**src/hdl/assert_macros.svh**
```systemverilog
// Assertion macros used by the RTL of the queue.
`ifndef ASSERT_MACROS_SVH
`define ASSERT_MACROS_SVH

`ifndef SYNTHESIS
// Property that must hold at every clock edge outside reset.
`define TSQ_ASSERT(lbl, clk, rstn, prop, msg) \
  lbl: assert property (@(posedge clk) disable iff (!(rstn)) (prop)) else $error(msg);
// Condition that must be followed by a consequence in the next cycle.
`define TSQ_ASSERT_NEXT(lbl, clk, rstn, ante, cons, msg) \
  lbl: assert property (@(posedge clk) disable iff (!(rstn)) (ante) |=> (cons)) \
    else $error(msg);
`else
`define TSQ_ASSERT(lbl, clk, rstn, prop, msg)
`define TSQ_ASSERT_NEXT(lbl, clk, rstn, ante, cons, msg)
`endif

`endif

```
**src/hdl/tsq_pkg.sv**
```systemverilog
// Package with the request operation codes and port widths of the two-stack queue.
`timescale 1ns / 1ps
`default_nettype none
package tsq_pkg;

  typedef enum logic [1:0] {
    OP_ENQ  = 2'd0,
    OP_DEQ  = 2'd1,
    OP_PEEK = 2'd2
  } op_e;

  localparam int unsigned OP_W    = 2;
  localparam int unsigned VALUE_W = 32;
  localparam int unsigned INDEX_W = 5;
  localparam int unsigned COUNT_W = 6;

endpackage
`default_nettype wire

```
**src/hdl/tsq_ram.sv**
```systemverilog
// Generic single-port RAM with a registered read.
`timescale 1ns / 1ps
`default_nettype none
module tsq_ram #(
  parameter int unsigned WIDTH = 32,
  parameter int unsigned DEPTH = 32
) (
  input  wire logic                     clk_i,
  input  wire logic                     we_i,
  input  wire logic [$clog2(DEPTH)-1:0] addr_i,
  input  wire logic [WIDTH-1:0]         wdata_i,
  output logic      [WIDTH-1:0]         rdata_o
);

  logic [WIDTH-1:0] mem_q [DEPTH];
  logic [WIDTH-1:0] rdata_q;

  always_ff @(posedge clk_i) begin
    if (we_i) begin
      mem_q[addr_i] <= wdata_i;
    end
    rdata_q <= mem_q[addr_i];
  end

  assign rdata_o = rdata_q;

endmodule
`default_nettype wire

```
**src/hdl/two_stack_queue.sv**
```systemverilog
// Two-stack queue: one request is taken at start, its result strobes on done_o in the next cycle.
// busy is high during that result cycle, so a new request is taken only while no result is shown;
// the element RAM is single-port and has a registered read.
// Both stacks share one circular RAM of 2*STACK_DEPTH entries; a stack transfer only moves
// the depth counters, never data. Reset clears the counters and the head pointer at once;
// the RAM is not cleared and a request may be taken in the first cycle after reset.
`timescale 1ns / 1ps
`default_nettype none
`include "assert_macros.svh"
module two_stack_queue
  import tsq_pkg::*;
#(
  parameter int unsigned STACK_DEPTH = 16,
  parameter int unsigned DATA_WIDTH  = 32
) (
  input  wire logic                      clk_i,
  input  wire logic                      rst_ni,
  input  wire logic                      start,
  output logic                           busy,
  input  wire logic [OP_W-1:0]           op_i,
  input  wire logic signed [VALUE_W-1:0] value_i,
  input  wire logic [INDEX_W-1:0]        index_i,
  output logic                           done_o,
  output logic signed [VALUE_W-1:0]      data_o,
  output logic                           error_o,
  output logic [COUNT_W-1:0]             count_o,
  output logic                           is_full_o
);

  localparam int unsigned MEM_DEPTH = 2 * STACK_DEPTH;
  localparam int unsigned AW        = $clog2(MEM_DEPTH);
  localparam int unsigned DPW       = $clog2(STACK_DEPTH + 1);
  localparam int unsigned CW        = DPW + 1;
  localparam int unsigned XW        = (CW > INDEX_W) ? CW : INDEX_W;
  localparam logic [DPW-1:0] SD_FULL = DPW'(STACK_DEPTH);
  localparam logic [AW:0]    MEM_LIM = (AW + 1)'(MEM_DEPTH);

  // Circular add of two addresses; both operands are below the memory depth.
  function automatic logic [AW-1:0] wrap_add(input logic [AW-1:0] a, input logic [AW-1:0] b);
    logic [AW:0] sum;
    sum = {1'b0, a} + {1'b0, b};
    if (sum >= MEM_LIM) begin
      sum = sum - MEM_LIM;
    end
    return sum[AW-1:0];
  endfunction

  logic           accept;
  logic [DPW-1:0] in_q, in_d;
  logic [DPW-1:0] out_q, out_d;
  logic [AW-1:0]  head_q, head_d;
  logic           pend_q;
  logic           err_q, err_d;
  logic           rsel_q, rsel_d;
  logic [COUNT_W-1:0] cnt_q;
  logic           full_q;
  logic [CW-1:0]  cnt_cur, cnt_nxt;
  logic           full_cur;
  logic           we;
  logic [AW-1:0]  addr;
  logic [DATA_WIDTH-1:0] wdata, rdata;
  logic [63:0]    val_ext, rd_ext;

  assign accept   = start && !pend_q;
  assign cnt_cur  = {1'b0, in_q} + {1'b0, out_q};
  assign full_cur = (in_q == SD_FULL) && (out_q != '0);
  assign val_ext  = {32'b0, value_i};
  assign wdata    = val_ext[DATA_WIDTH-1:0];

  always_comb begin
    in_d   = in_q;
    out_d  = out_q;
    head_d = head_q;
    err_d  = 1'b0;
    rsel_d = 1'b0;
    we     = 1'b0;
    addr   = head_q;
    case (op_e'(op_i))
      OP_ENQ: begin
        if (full_cur) begin
          err_d = 1'b1;
        end else begin
          // The tail sits count entries past the head; a full input stack over an
          // empty output stack becomes the output stack without moving data.
          addr = wrap_add(head_q, AW'(cnt_cur));
          we   = accept;
          if (in_q == SD_FULL) begin
            out_d = SD_FULL;
            in_d  = DPW'(1);
          end else begin
            in_d = in_q + DPW'(1);
          end
        end
      end
      OP_DEQ: begin
        if (cnt_cur == '0) begin
          err_d = 1'b1;
        end else begin
          rsel_d = 1'b1;
          head_d = wrap_add(head_q, AW'(1));
          if (out_q == '0) begin
            out_d = in_q - DPW'(1);
            in_d  = '0;
          end else begin
            out_d = out_q - DPW'(1);
          end
        end
      end
      OP_PEEK: begin
        if (XW'(index_i) < XW'(cnt_cur)) begin
          rsel_d = 1'b1;
          addr   = wrap_add(head_q, AW'(index_i));
        end else begin
          err_d = 1'b1;
        end
      end
      default: begin
        err_d = 1'b1;
      end
    endcase
  end

  assign cnt_nxt = {1'b0, in_d} + {1'b0, out_d};

  tsq_ram #(
    .WIDTH(DATA_WIDTH),
    .DEPTH(MEM_DEPTH)
  ) u_ram (
    .clk_i  (clk_i),
    .we_i   (we),
    .addr_i (addr),
    .wdata_i(wdata),
    .rdata_o(rdata)
  );

  always_ff @(posedge clk_i or negedge rst_ni) begin
    if (!rst_ni) begin
      in_q   <= '0;
      out_q  <= '0;
      head_q <= '0;
      pend_q <= 1'b0;
    end else begin
      pend_q <= accept;
      if (accept) begin
        in_q   <= in_d;
        out_q  <= out_d;
        head_q <= head_d;
      end
    end
  end

  always_ff @(posedge clk_i) begin
    if (accept) begin
      err_q  <= err_d;
      rsel_q <= rsel_d;
      cnt_q  <= COUNT_W'(cnt_nxt);
      full_q <= (in_d == SD_FULL) && (out_d != '0);
    end
  end

  assign rd_ext    = 64'(rdata);
  assign busy      = pend_q;
  assign done_o    = pend_q;
  assign data_o    = rsel_q ? rd_ext[VALUE_W-1:0] : '0;
  assign error_o   = err_q;
  assign count_o   = cnt_q;
  assign is_full_o = full_q;

  `TSQ_ASSERT(a_depth_range, clk_i, rst_ni, (in_q <= SD_FULL) && (out_q <= SD_FULL), "stack depth beyond STACK_DEPTH")
  `TSQ_ASSERT_NEXT(a_result_follows, clk_i, rst_ni, start && !busy, done_o && !$past(done_o), "request without a result in the next cycle")
  `TSQ_ASSERT(a_error_zero, clk_i, rst_ni, !(done_o && error_o) || (data_o == '0), "error result carries nonzero data")
  `TSQ_ASSERT_NEXT(a_hold_idle, clk_i, rst_ni, !(start && !busy), $stable(in_q) && $stable(out_q) && $stable(head_q), "queue state changed without a request")

endmodule
`default_nettype wire
```
**config.mk**
```make
export PLATFORM = sky130hd
export DESIGN_NAME = two_stack_queue
export DESIGN_NICKNAME = d
export VERILOG_FILES = /design/src/hdl/tsq_pkg.sv /design/src/hdl/tsq_ram.sv /design/src/hdl/two_stack_queue.sv
export VERILOG_INCLUDE_DIRS = /design/src /design/src/hdl
export SDC_FILE = /design/constraint.sdc
export NUM_CORES = 1
export LEC_CHECK = 0
export BUFFER_PORTS_ARGS = -buffer_cell sky130_fd_sc_hd__buf_2
export CAP_MARGIN = 10
export CELL_PAD_IN_SITES_DETAIL_PLACEMENT = 1
export CELL_PAD_IN_SITES_GLOBAL_PLACEMENT = 2
export CORE_UTILIZATION = 30
export CTS_CLUSTER_SIZE = 20
export DETAILED_ROUTE_END_ITERATION = 10
export HOLD_SLACK_MARGIN = 0.08
export PLACE_DENSITY_LB_ADDON = 0.08
export SYNTH_ARGS = -nofsm -noshare
export SYNTH_HDL_FRONTEND = slang
export SYNTH_HIERARCHICAL = 1
export SYNTH_SLANG_ARGS = --single-unit
```
**constraint.sdc**
```tcl
create_clock -name clk_i -period 9.2 [get_ports clk_i]
set_input_delay 0.46 -clock clk_i [delete_from_list [all_inputs] [get_ports clk_i]]
set_output_delay 0.46 -clock clk_i [all_outputs]
set_load 0.02 [all_outputs]
```
==> results summary, run 1 <==
The placed cell area came out at 45,300 sq um. The reported leakage power is roughly 17 nW. The routed length per placed instance is between 20 and 30 microns. The synthesized netlist contains 63 unique library cells. The final critical-path share of the clock period came out at 0.740. The routed design has roughly 130 mm of wire.

Ranked by instance count, the synthesized netlist is headed by 1,033 x sky130_fd_sc_hd__edfxtp_1, 515 x sky130_fd_sc_hd__mux2i_1, 257 x sky130_fd_sc_hd__o22ai_1. The number of global-route vias before repair came to approximately 24,000. Yosys instantiated no cell more often than sky130_fd_sc_hd__edfxtp_1. Dividing the detail-routed via count by the number of cells gives 4.98.

In this run the critical register-to-register path is launched from in_q[0]. The number of max-slew violations in the final report is 0. The growth of design area from synthesis to finish is 16.1%.

The actual transition at the worst max-transition pin is ~1.2 ns. The count of nets left with antenna violations once routing finished came out at 0. After detailed routing, the number of remaining DRC violations is 0. The path category of the worst min-delay check is in2async.

The floorplan has between 100 and 150 rows. The sequential cell area fraction in the yosys report is 0.757. The die width came out at ~380 microns. For the final routed database, the setup TNS stands at 0 ns.

The number of warnings issued by yosys is 6. The remaining global-route overflow is 0. The first-pass GRT wire length is 186 mm.

For this run, the detailed router's first-pass iteration total came to 5. The count of endpoints failing hold in the final timing report came out at 0. The effective utilization at floorplan came out at 0.303.

The total power divided by cell area came out at between 300 and 400 nW/um^2. The total global-route track usage is 0.188. In this run the tool buffered the top-level ports with 83 buffer cells. The number of gates resized after CTS was 0.

The total core area came out at 140,000 sq um. The post-synthesis net count came out at approximately 2,500. Hold is met by 0.221 ns.

Ranked by total cell area, the synthesized netlist is headed by sky130_fd_sc_hd__edfxtp_1 73%, sky130_fd_sc_hd__mux2i_1 12%, sky130_fd_sc_hd__o22ai_1 3.8%. The pin count of the biggest net entering global routing is 130. The worst-case IR drop observed on VDD is 0.600 mV.

The cell sitting at the root of the clock tree is a sky130_fd_sc_hd__clkbuf_16. The multi-input logic area came out at 9820 sq um. The flow ran to the end, and the final reports show no timing, DRC or antenna violations.

Measured along the y axis, the die boundary spans 378 microns. The worst register-to-register path has a depth of 19. TritonCTS built the clock tree. For this run, the top clock speed supported by timing is approximately 0.15 GHz. The type of the worst setup path is reg2reg. The final design area excluding fillers came out at roughly 50,000 sq um. The number of clock buffers inserted by TritonCTS is 121.

At the worst endpoint, the required time is around 9.8 ns. STA classifies the critical path startpoint as a flop. The commonest register cell after synthesis is sky130_fd_sc_hd__edfxtp_1. The maximum count of clock buffers along a single path came out at 3. In this run, the number of DRC markers left after iteration 0 of detailed routing was roughly 1,500.

The most critical setup path has its startpoint at in_q[0]. The total via count in the routed design is 22,600. Clock latency on the worst-skew pair, taken at its later pin, is 0.74 ns.

The total die area came out at 143,000 sq um. The synthesized netlist occupies a cell area of between 40,000 and 50,000 sq um. The largest driver fanout on the critical path is ~100. The share of synthesized registers carrying an async set or reset came out at 0.0148. The average cell area after synthesis is approximately 18 sq um. The clock net sink count came out at between 1,000 and 1,500. The share of synthesized area in the top cell type comes to 0.732. Setup violations remaining at the end of the flow were counted as 0. The total I/O pin count came out at 84.

The count of nets after finishing is 2,637. The HPWL reported at the end of detailed placement is 74.8 mm. The clock-pin slew on the worst setup and hold paths came out at 0.06 ns. The filler cell count in the final layout is 14,000. The fraction of final layout cells with drive strength greater than 1 came out at 0.144. Setup repair after global routing left no endpoint under its margin. Counting flops with a built-in enable in the synthesized netlist gives 1,033. The count of state elements after synthesis came out at between 1,000 and 1,500. The total area of sequential cells is between 30,000 and 40,000 sq um. For the finished layout, the period the worst path requires is 6.81 ns. The cell count after synthesis came out at 2,419. The number of antenna violations at the first check in global routing is 10. STA classifies the critical path endpoint as a flop.

The relative max-transition margin came out at 0.186. The critical path arrival is 7.39 ns. The routability-driven placement congestion ratio came out at 0.766.

The final core area utilization is 0.352. The internal reg-to-reg setup slack is roughly 2.4 ns. The total of max-cap violations is 0.

The count of H-tree levels built during CTS is 3. The worst clock skew is approximately 0.027 ns. sky130_fd_sc_hd__edfxtp_1 takes more of the synthesized area than any other cell.
## area by class of cell
| class | count | area share |
|---|---|---|
| clock inverter | 54 | 0.00906 |
| inverter | 22 | 0.00168 |
| clock buffer | 173 | 0.0693 |
| multi-input combinational | 1179 | 0.200 |
| sequential | 1081 | 0.652 |
| tap | 1876 | 0.0477 |
| timing repair buffer | 156 | 0.0207 |
| antenna | 2 | 0.000102 |
## worst max-delay path, cell delays in order, from the launching register on
cell and delay, ns:
sky130_fd_sc_hd__dfrtp_1 0.58, sky130_fd_sc_hd__ha_1 0.24, sky130_fd_sc_hd__inv_1 0.06, sky130_fd_sc_hd__fa_1 0.39
sky130_fd_sc_hd__nand2b_1 0.16, sky130_fd_sc_hd__a21oi_1 0.15, sky130_fd_sc_hd__xor2_1 0.50, sky130_fd_sc_hd__inv_1 0.10
sky130_fd_sc_hd__ha_1 0.31, sky130_fd_sc_hd__nand2_1 0.06, sky130_fd_sc_hd__o21a_1 0.20, sky130_fd_sc_hd__o32ai_1 0.47
sky130_fd_sc_hd__nand2_1 0.18, sky130_fd_sc_hd__nand3_4 0.34, sky130_fd_sc_hd__buf_12 0.54, sky130_fd_sc_hd__buf_4 0.77
sky130_fd_sc_hd__mux2i_1 0.26, sky130_fd_sc_hd__o22ai_1 0.12, sky130_fd_sc_hd__nor4_1 0.81, sky130_fd_sc_hd__nand2_1 0.11
## cells by family after synthesis
kind of cell,synth area share
and+or+nand+nor,0.0351
adders and majority gates,0.0107
DFF,0.757
xor gates and xnor gates,0.00393
buffers and inverters,0.0201
AOI/OAI and AO/OA,0.0511
muxes,0.122
## power breakdown
part | internal [mW] | total, mW | leakage (nW) | switching (mW)
logic | 2.67 | 7.12 | 4.92 | 4.45
clock network | 2.75 | 4.70 | 1.88 | 1.95
registers | 5.66 | 5.80 | 9.76 | 0.141
total | 11.1 | 17.6 | 16.6 | 6.55
## metal layers
| metal | vias up | global-route usage | wire length [microns] |
|---|---|---|---|
| met4 | 4 | 0.0484 | 3210 |
| met3 | 185 | 0.0278 | 4860 |
| met5 | - | 0 | 22 |
| met2 | 418 | 0.309 | 63800 |
| li1 | 9990 | - | - |
| met1 | 12000 | 0.258 | 61800 |
## state kept, by name, indices dropped and copies added, names as in the netlist
register	flops
rsel_q	1
in_q	5
out_q	5
count_o	6
error_o	1
u_ram/rdata_o	32
head_q	5
u_ram/mem_q	1024
is_full_o	1
busy	1
## placed cells by master, fill, tap and decap left out, types with 4 or more instances in the layout
cell type / Yosys / layout
sky130_fd_sc_hd__nor2_1: 44 / 16
sky130_fd_sc_hd__xor2_1: 5 / 5
sky130_fd_sc_hd__clkbuf_16: 0 / 124
sky130_fd_sc_hd__nand2b_1: 10 / 10
sky130_fd_sc_hd__clkbuf_8: 0 / 12
sky130_fd_sc_hd__nor2_4: 0 / 28
sky130_fd_sc_hd__dfxtp_1: 32 / 32
sky130_fd_sc_hd__nor3_2: 0 / 4
sky130_fd_sc_hd__nand4b_1: 4 / 4
sky130_fd_sc_hd__nor3_1: 9 / 5
sky130_fd_sc_hd__buf_2: 81 / 83
sky130_fd_sc_hd__o2bb2ai_1: 5 / 5
sky130_fd_sc_hd__nand3b_1: 4 / 4
sky130_fd_sc_hd__a21o_1: 10 / 10
sky130_fd_sc_hd__o22ai_1: 257 / 257
sky130_fd_sc_hd__xnor2_1: 14 / 14
sky130_fd_sc_hd__clkinv_1: 2 / 25
sky130_fd_sc_hd__dfrtp_1: 16 / 16
sky130_fd_sc_hd__edfxtp_1: 1033 / 1033
sky130_fd_sc_hd__ha_1: 30 / 30
sky130_fd_sc_hd__o21ai_0: 21 / 20
sky130_fd_sc_hd__bufinv_16: 0 / 7
sky130_fd_sc_hd__nand2_1: 60 / 60
sky130_fd_sc_hd__clkinvlp_4: 0 / 4
sky130_fd_sc_hd__clkinv_2: 0 / 17
sky130_fd_sc_hd__mux2i_1: 515 / 515
sky130_fd_sc_hd__inv_1: 20 / 20
sky130_fd_sc_hd__nand3_1: 14 / 13
sky130_fd_sc_hd__and2_1: 34 / 34
sky130_fd_sc_hd__clkbuf_1: 32 / 37
sky130_fd_sc_hd__buf_4: 3 / 68
sky130_fd_sc_hd__fa_1: 4 / 4
sky130_fd_sc_hd__a21oi_1: 17 / 17
sky130_fd_sc_hd__buf_12: 0 / 4
sky130_fd_sc_hd__nor4_1: 64 / 62
sky130_fd_sc_hd__nand4bb_4: 0 / 6
## worst paths after layout
path	to
worst min-delay path	out_q[2]
worst max-delay path	u_ram/rdata_o[6]
max in group asynchronous	head_q[0]
worst min register to register	head_q[4]
min in group clk_i	u_ram/mem_q[6][17]
worst max register to register	u_ram/rdata_o[6]
## stage by stage
| step | cells | setup WS (ns) | power, mW |
|---|---|---|---|
| after CTS | 4541 | 2.24 | 17.9 |
| after floorplan | 2419 | 2.77 | 10.7 |
| after global placement | 4313 | 1.86 | 13.2 |
| after global routing | 4541 | 1.97 | 18.5 |
| final | 4543 | 2.39 | 17.6 |
| after detailed placement | 4313 | 2.28 | 13.2 |
## repair_timing
item / 4_1_cts / 5_1_grt
endpoints found under the hold margin: 16 / 0
buffers inserted: 0 / 0
hold buffers: 1 / 0
No activity file was read; power rests on OpenSTA's default activity.
==> run 2, diff against run 1 <==
==> constraint.sdc (replaced) <==
create_clock -name clk_i -period 6.8 [get_ports clk_i]
set_input_delay 0.34 -clock clk_i [delete_from_list [all_inputs] [get_ports clk_i]]
set_output_delay 0.34 -clock clk_i [all_outputs]
set_load 0.02 [all_outputs]
==> results summary, run 2 (same netlist as run 1, synthesis figures left out) <==
The internal reg-to-reg setup slack is 0.72 ns (-1.67 ns). The worst IR drop on VDD was 1.17 mV (+94%). The worst register-to-register path ends at u_ram/rdata_o[12]. The total area of sequential cells was 32,100 sq um (unchanged).

The final core area utilization is 0.356 (+0.00451). The fraction of power spent switching nets came out at 0.368 (-0.00338). The fraction of final layout cells with drive strength greater than 1 came out at 0.157 (+0.0134). The count of nets after finishing came out at 2,690 (+2.0%).

The number of global-route vias before repair is 24,300 (+0.99%). The switching power summed over all nets came out at 8.75 mW (+34%). The final worst hold slack came to 0.128 ns (-0.0922 ns). The critical path arrival came out at 6.66 ns (-0.73 ns). The total power divided by cell area came out at 477 nW/um^2 (+33%). The ratio of routed vias to standard cells came to 4.96 (-0.48%). The total die area came to 143,000 sq um (unchanged).

The critical path starts at in_q[0]. The total core area came out at 140,000 sq um (unchanged). The number of routed nets with antenna violations came to 0 (unchanged).

The largest driver fanout on the critical path is 18 (-82%). The kind of start point of the critical path is a flop. The clock net sink count is 1,081 (unchanged). The maximum count of clock buffers along a single path is 3 (unchanged). The HPWL reported at the end of detailed placement came out at 75.4 mm (+0.76%). The worst hold path belongs to the class in2reg. The worst clock skew is 0.0388 ns (+0.0121 ns). The CTS tree is yes. The required time at the endpoint of the critical path came out at 7.38 ns (-2.40 ns). The count of hold buffers inserted by post-cts repair is 17 (+16). The effective utilization at floorplan came out at 0.303 (unchanged). The growth of design area from synthesis to finish came out at 17.6%. The critical hold path startpoint is value_i[9]. The routed length per placed instance was 28.3 microns (-3.7%).

The number of max-slew violations in the final report came out at 0 (unchanged). The number of antenna violations at the first check in global routing came out at 4 (-6). The latest clock arrival within the worst-skew pair is 0.76 ns (+0.02 ns).

In the layout the commonest cells are 1,033 x sky130_fd_sc_hd__edfxtp_1, 515 x sky130_fd_sc_hd__mux2i_1, 257 x sky130_fd_sc_hd__o22ai_1. The cell-internal power was 15.0 mW (+36%). The die width came out at 378 microns (unchanged). The combinational cell fraction of total power came out at 0.404 (about the same). The actual transition at the worst max-transition pin came out at 1.13 ns (-0.0926 ns). The total of max-cap violations is 0 (unchanged). The register ranked first by flip-flop count is u_ram/mem_q. The routability-driven placement congestion ratio came out at 0.768 (+0.27%). The worst register-to-register path begins at in_q[0]. The type of the worst setup path is reg2reg.

The port buffer count came out at 83 (unchanged). The multi-input logic area was 9810 sq um (-0.13%). The total I/O pin count is 84 (unchanged). The filler-free cell count of the finished design came to 4,595 (+1.1%). The total negative setup slack came out at 0 ns (unchanged).

The total DRC errors in the routed layout is 0 (unchanged). The run finished with clean final reports. The count of H-tree levels built during CTS came out at 3 (unchanged).

The clock period minus worst slack came out at 6.08 ns (-0.731 ns). The vertical extent of the die is 378 microns (unchanged). The relative contribution of sequential cells to total power came out at 0.331 (+0.002). The total global-route track usage is 0.183 (-0.00449). The clock-pin slew on the worst setup and hold paths came to 0.06 ns (about the same). CTS placed an instance of sky130_fd_sc_hd__clkbuf_16 at the clock tree root. The cell row count is 137 (unchanged). The achievable frequency came out at 0.165 GHz (+12%). The count of TritonRoute iterations in the first routing pass is 5 (unchanged). The count of routing violations after the opening detailed-route iteration is 1,564 (+1.8%). The pin count of the biggest net entering global routing came to 88 (-32%). The final critical-path share of the clock period came out at 0.894 (+0.154). The total via count in the routed design is 22,800 (+0.65%).

The routed wire length came out at 130 mm (-2.6%). The relative max-transition margin came out at 0.249 (+0.0637). The filler cell count in the final layout was 14,100 (+0.55%). The number of cells on the worst hold path came out at 1. The clock group share of total power was 0.265 (-0.002). The number of clock buffers inserted by TritonCTS is 119 (-1.7%). The setup slack at placement is 0.804 ns (-1.47 ns).

The post-cts sizing count was 0 (unchanged). The first-pass GRT wire length is 184 mm (-1.3%). The buffers inserted during post-CTS setup optimization came out at 0 (unchanged). The reported leakage power is 16.9 nW (+1.9%). Setup repair after global routing left no endpoint under its margin. The count of final setup violators came to 0 (unchanged). STA classifies the critical path endpoint as a flop. The leading cell type in the layout, fill and taps excluded is sky130_fd_sc_hd__edfxtp_1. The number of placed instances with taps included is 4,352 (+0.90%). The flip-flop count of the largest register after layout was 1,024 (unchanged). The count of endpoints failing hold in the final timing report came out at 0 (unchanged). The smallest setup slack after layout is 0.723 ns (-1.67 ns).

The worst hold path terminates at u_ram/mem_q[17][9]. The depth of the worst register-to-register path is 20 (+1). The remaining global-route overflow is 0 (unchanged).
-- run 2: cell count changes in the layout (fill, tap and decap cells not counted), sizes merged --
cell         delta
dlygate4sd3    +16
clkinvlp        -1
bufinv          -5
clkinv         -13
clkbuf         +14
buf            +39
inv             +2
-- run 2: worst max-delay path by stage --
stage                                     to  slack, ns
final                      u_ram/rdata_o[12]       0.72
after global routing       u_ram/rdata_o[12]       0.45
after CTS                  u_ram/rdata_o[12]       0.75
after detailed placement   u_ram/rdata_o[12]       0.80
after global placement     u_ram/rdata_o[12]       0.83
after floorplan           u_ram/mem_q[27][0]       0.37
-- run 2: per-layer routing --
| metal | global-route usage | part of all wire | vias up |
|---|---|---|---|
| met5 | 0 | 0.00010 | - |
| met4 | 0.0513 | 0.026 | 2 |
| met3 | 0.0253 | 0.028 | 187 |
| met2 | 0.309 | 0.49 | 373 |
| met1 | 0.245 | 0.46 | 12100 |
| li1 | - | - | 10100 |
-- run 2: area by class of cell --
type,instances,area share
Timing Repair Buffer,211,0.0335
Clock buffer,187,0.0714
Inverter,22,0.00166
Clock inverter,37,0.00575
Antenna cell,2,0.000100
Multi-Input combinational cell,1179,0.197
Sequential cell,1081,0.644
Tap cell,1876,0.0471
-- run 2: metrics by stage --
step           power (mW)  cell area (sq um)
2_1_floorplan        14.5              42400
3_3_place_gp         17.7              45800
3_5_place_dp         17.8              45800
4_1_cts              24.2              49800
5_1_grt              25.0              49800
6_report             23.8              49800
-- run 2: power by group through the flow --
stage	Clock [mW]	Sequential, mW	Combinational, mW
2_1_floorplan	0	7.91	6.60
3_5_place_dp	0	8.00	9.79
6_report	6.30	7.86	9.62
4_1_cts	6.50	7.87	9.84
5_1_grt	6.71	7.89	10.4
3_3_place_gp	0	8.01	9.74
-- run 2: worst max-delay path: stages (launching register included) --
cell	delay, ns
sky130_fd_sc_hd__dfrtp_1	0.56
sky130_fd_sc_hd__ha_1	0.25
sky130_fd_sc_hd__inv_1	0.06
sky130_fd_sc_hd__fa_1	0.38
sky130_fd_sc_hd__nand2b_1	0.15
sky130_fd_sc_hd__a21oi_1	0.17
sky130_fd_sc_hd__xor2_1	0.20
sky130_fd_sc_hd__buf_4	0.19
sky130_fd_sc_hd__inv_1	0.05
sky130_fd_sc_hd__ha_1	0.28
sky130_fd_sc_hd__nand2_1	0.05
sky130_fd_sc_hd__o21a_1	0.19
sky130_fd_sc_hd__o32ai_1	0.56
sky130_fd_sc_hd__o21ai_0	0.22
sky130_fd_sc_hd__o221ai_2	0.31
sky130_fd_sc_hd__buf_4	0.36
sky130_fd_sc_hd__or4b_2	0.57
sky130_fd_sc_hd__buf_4	0.49
sky130_fd_sc_hd__o22ai_1	0.15
sky130_fd_sc_hd__nor4_1	0.60
sky130_fd_sc_hd__nand2_1	0.09
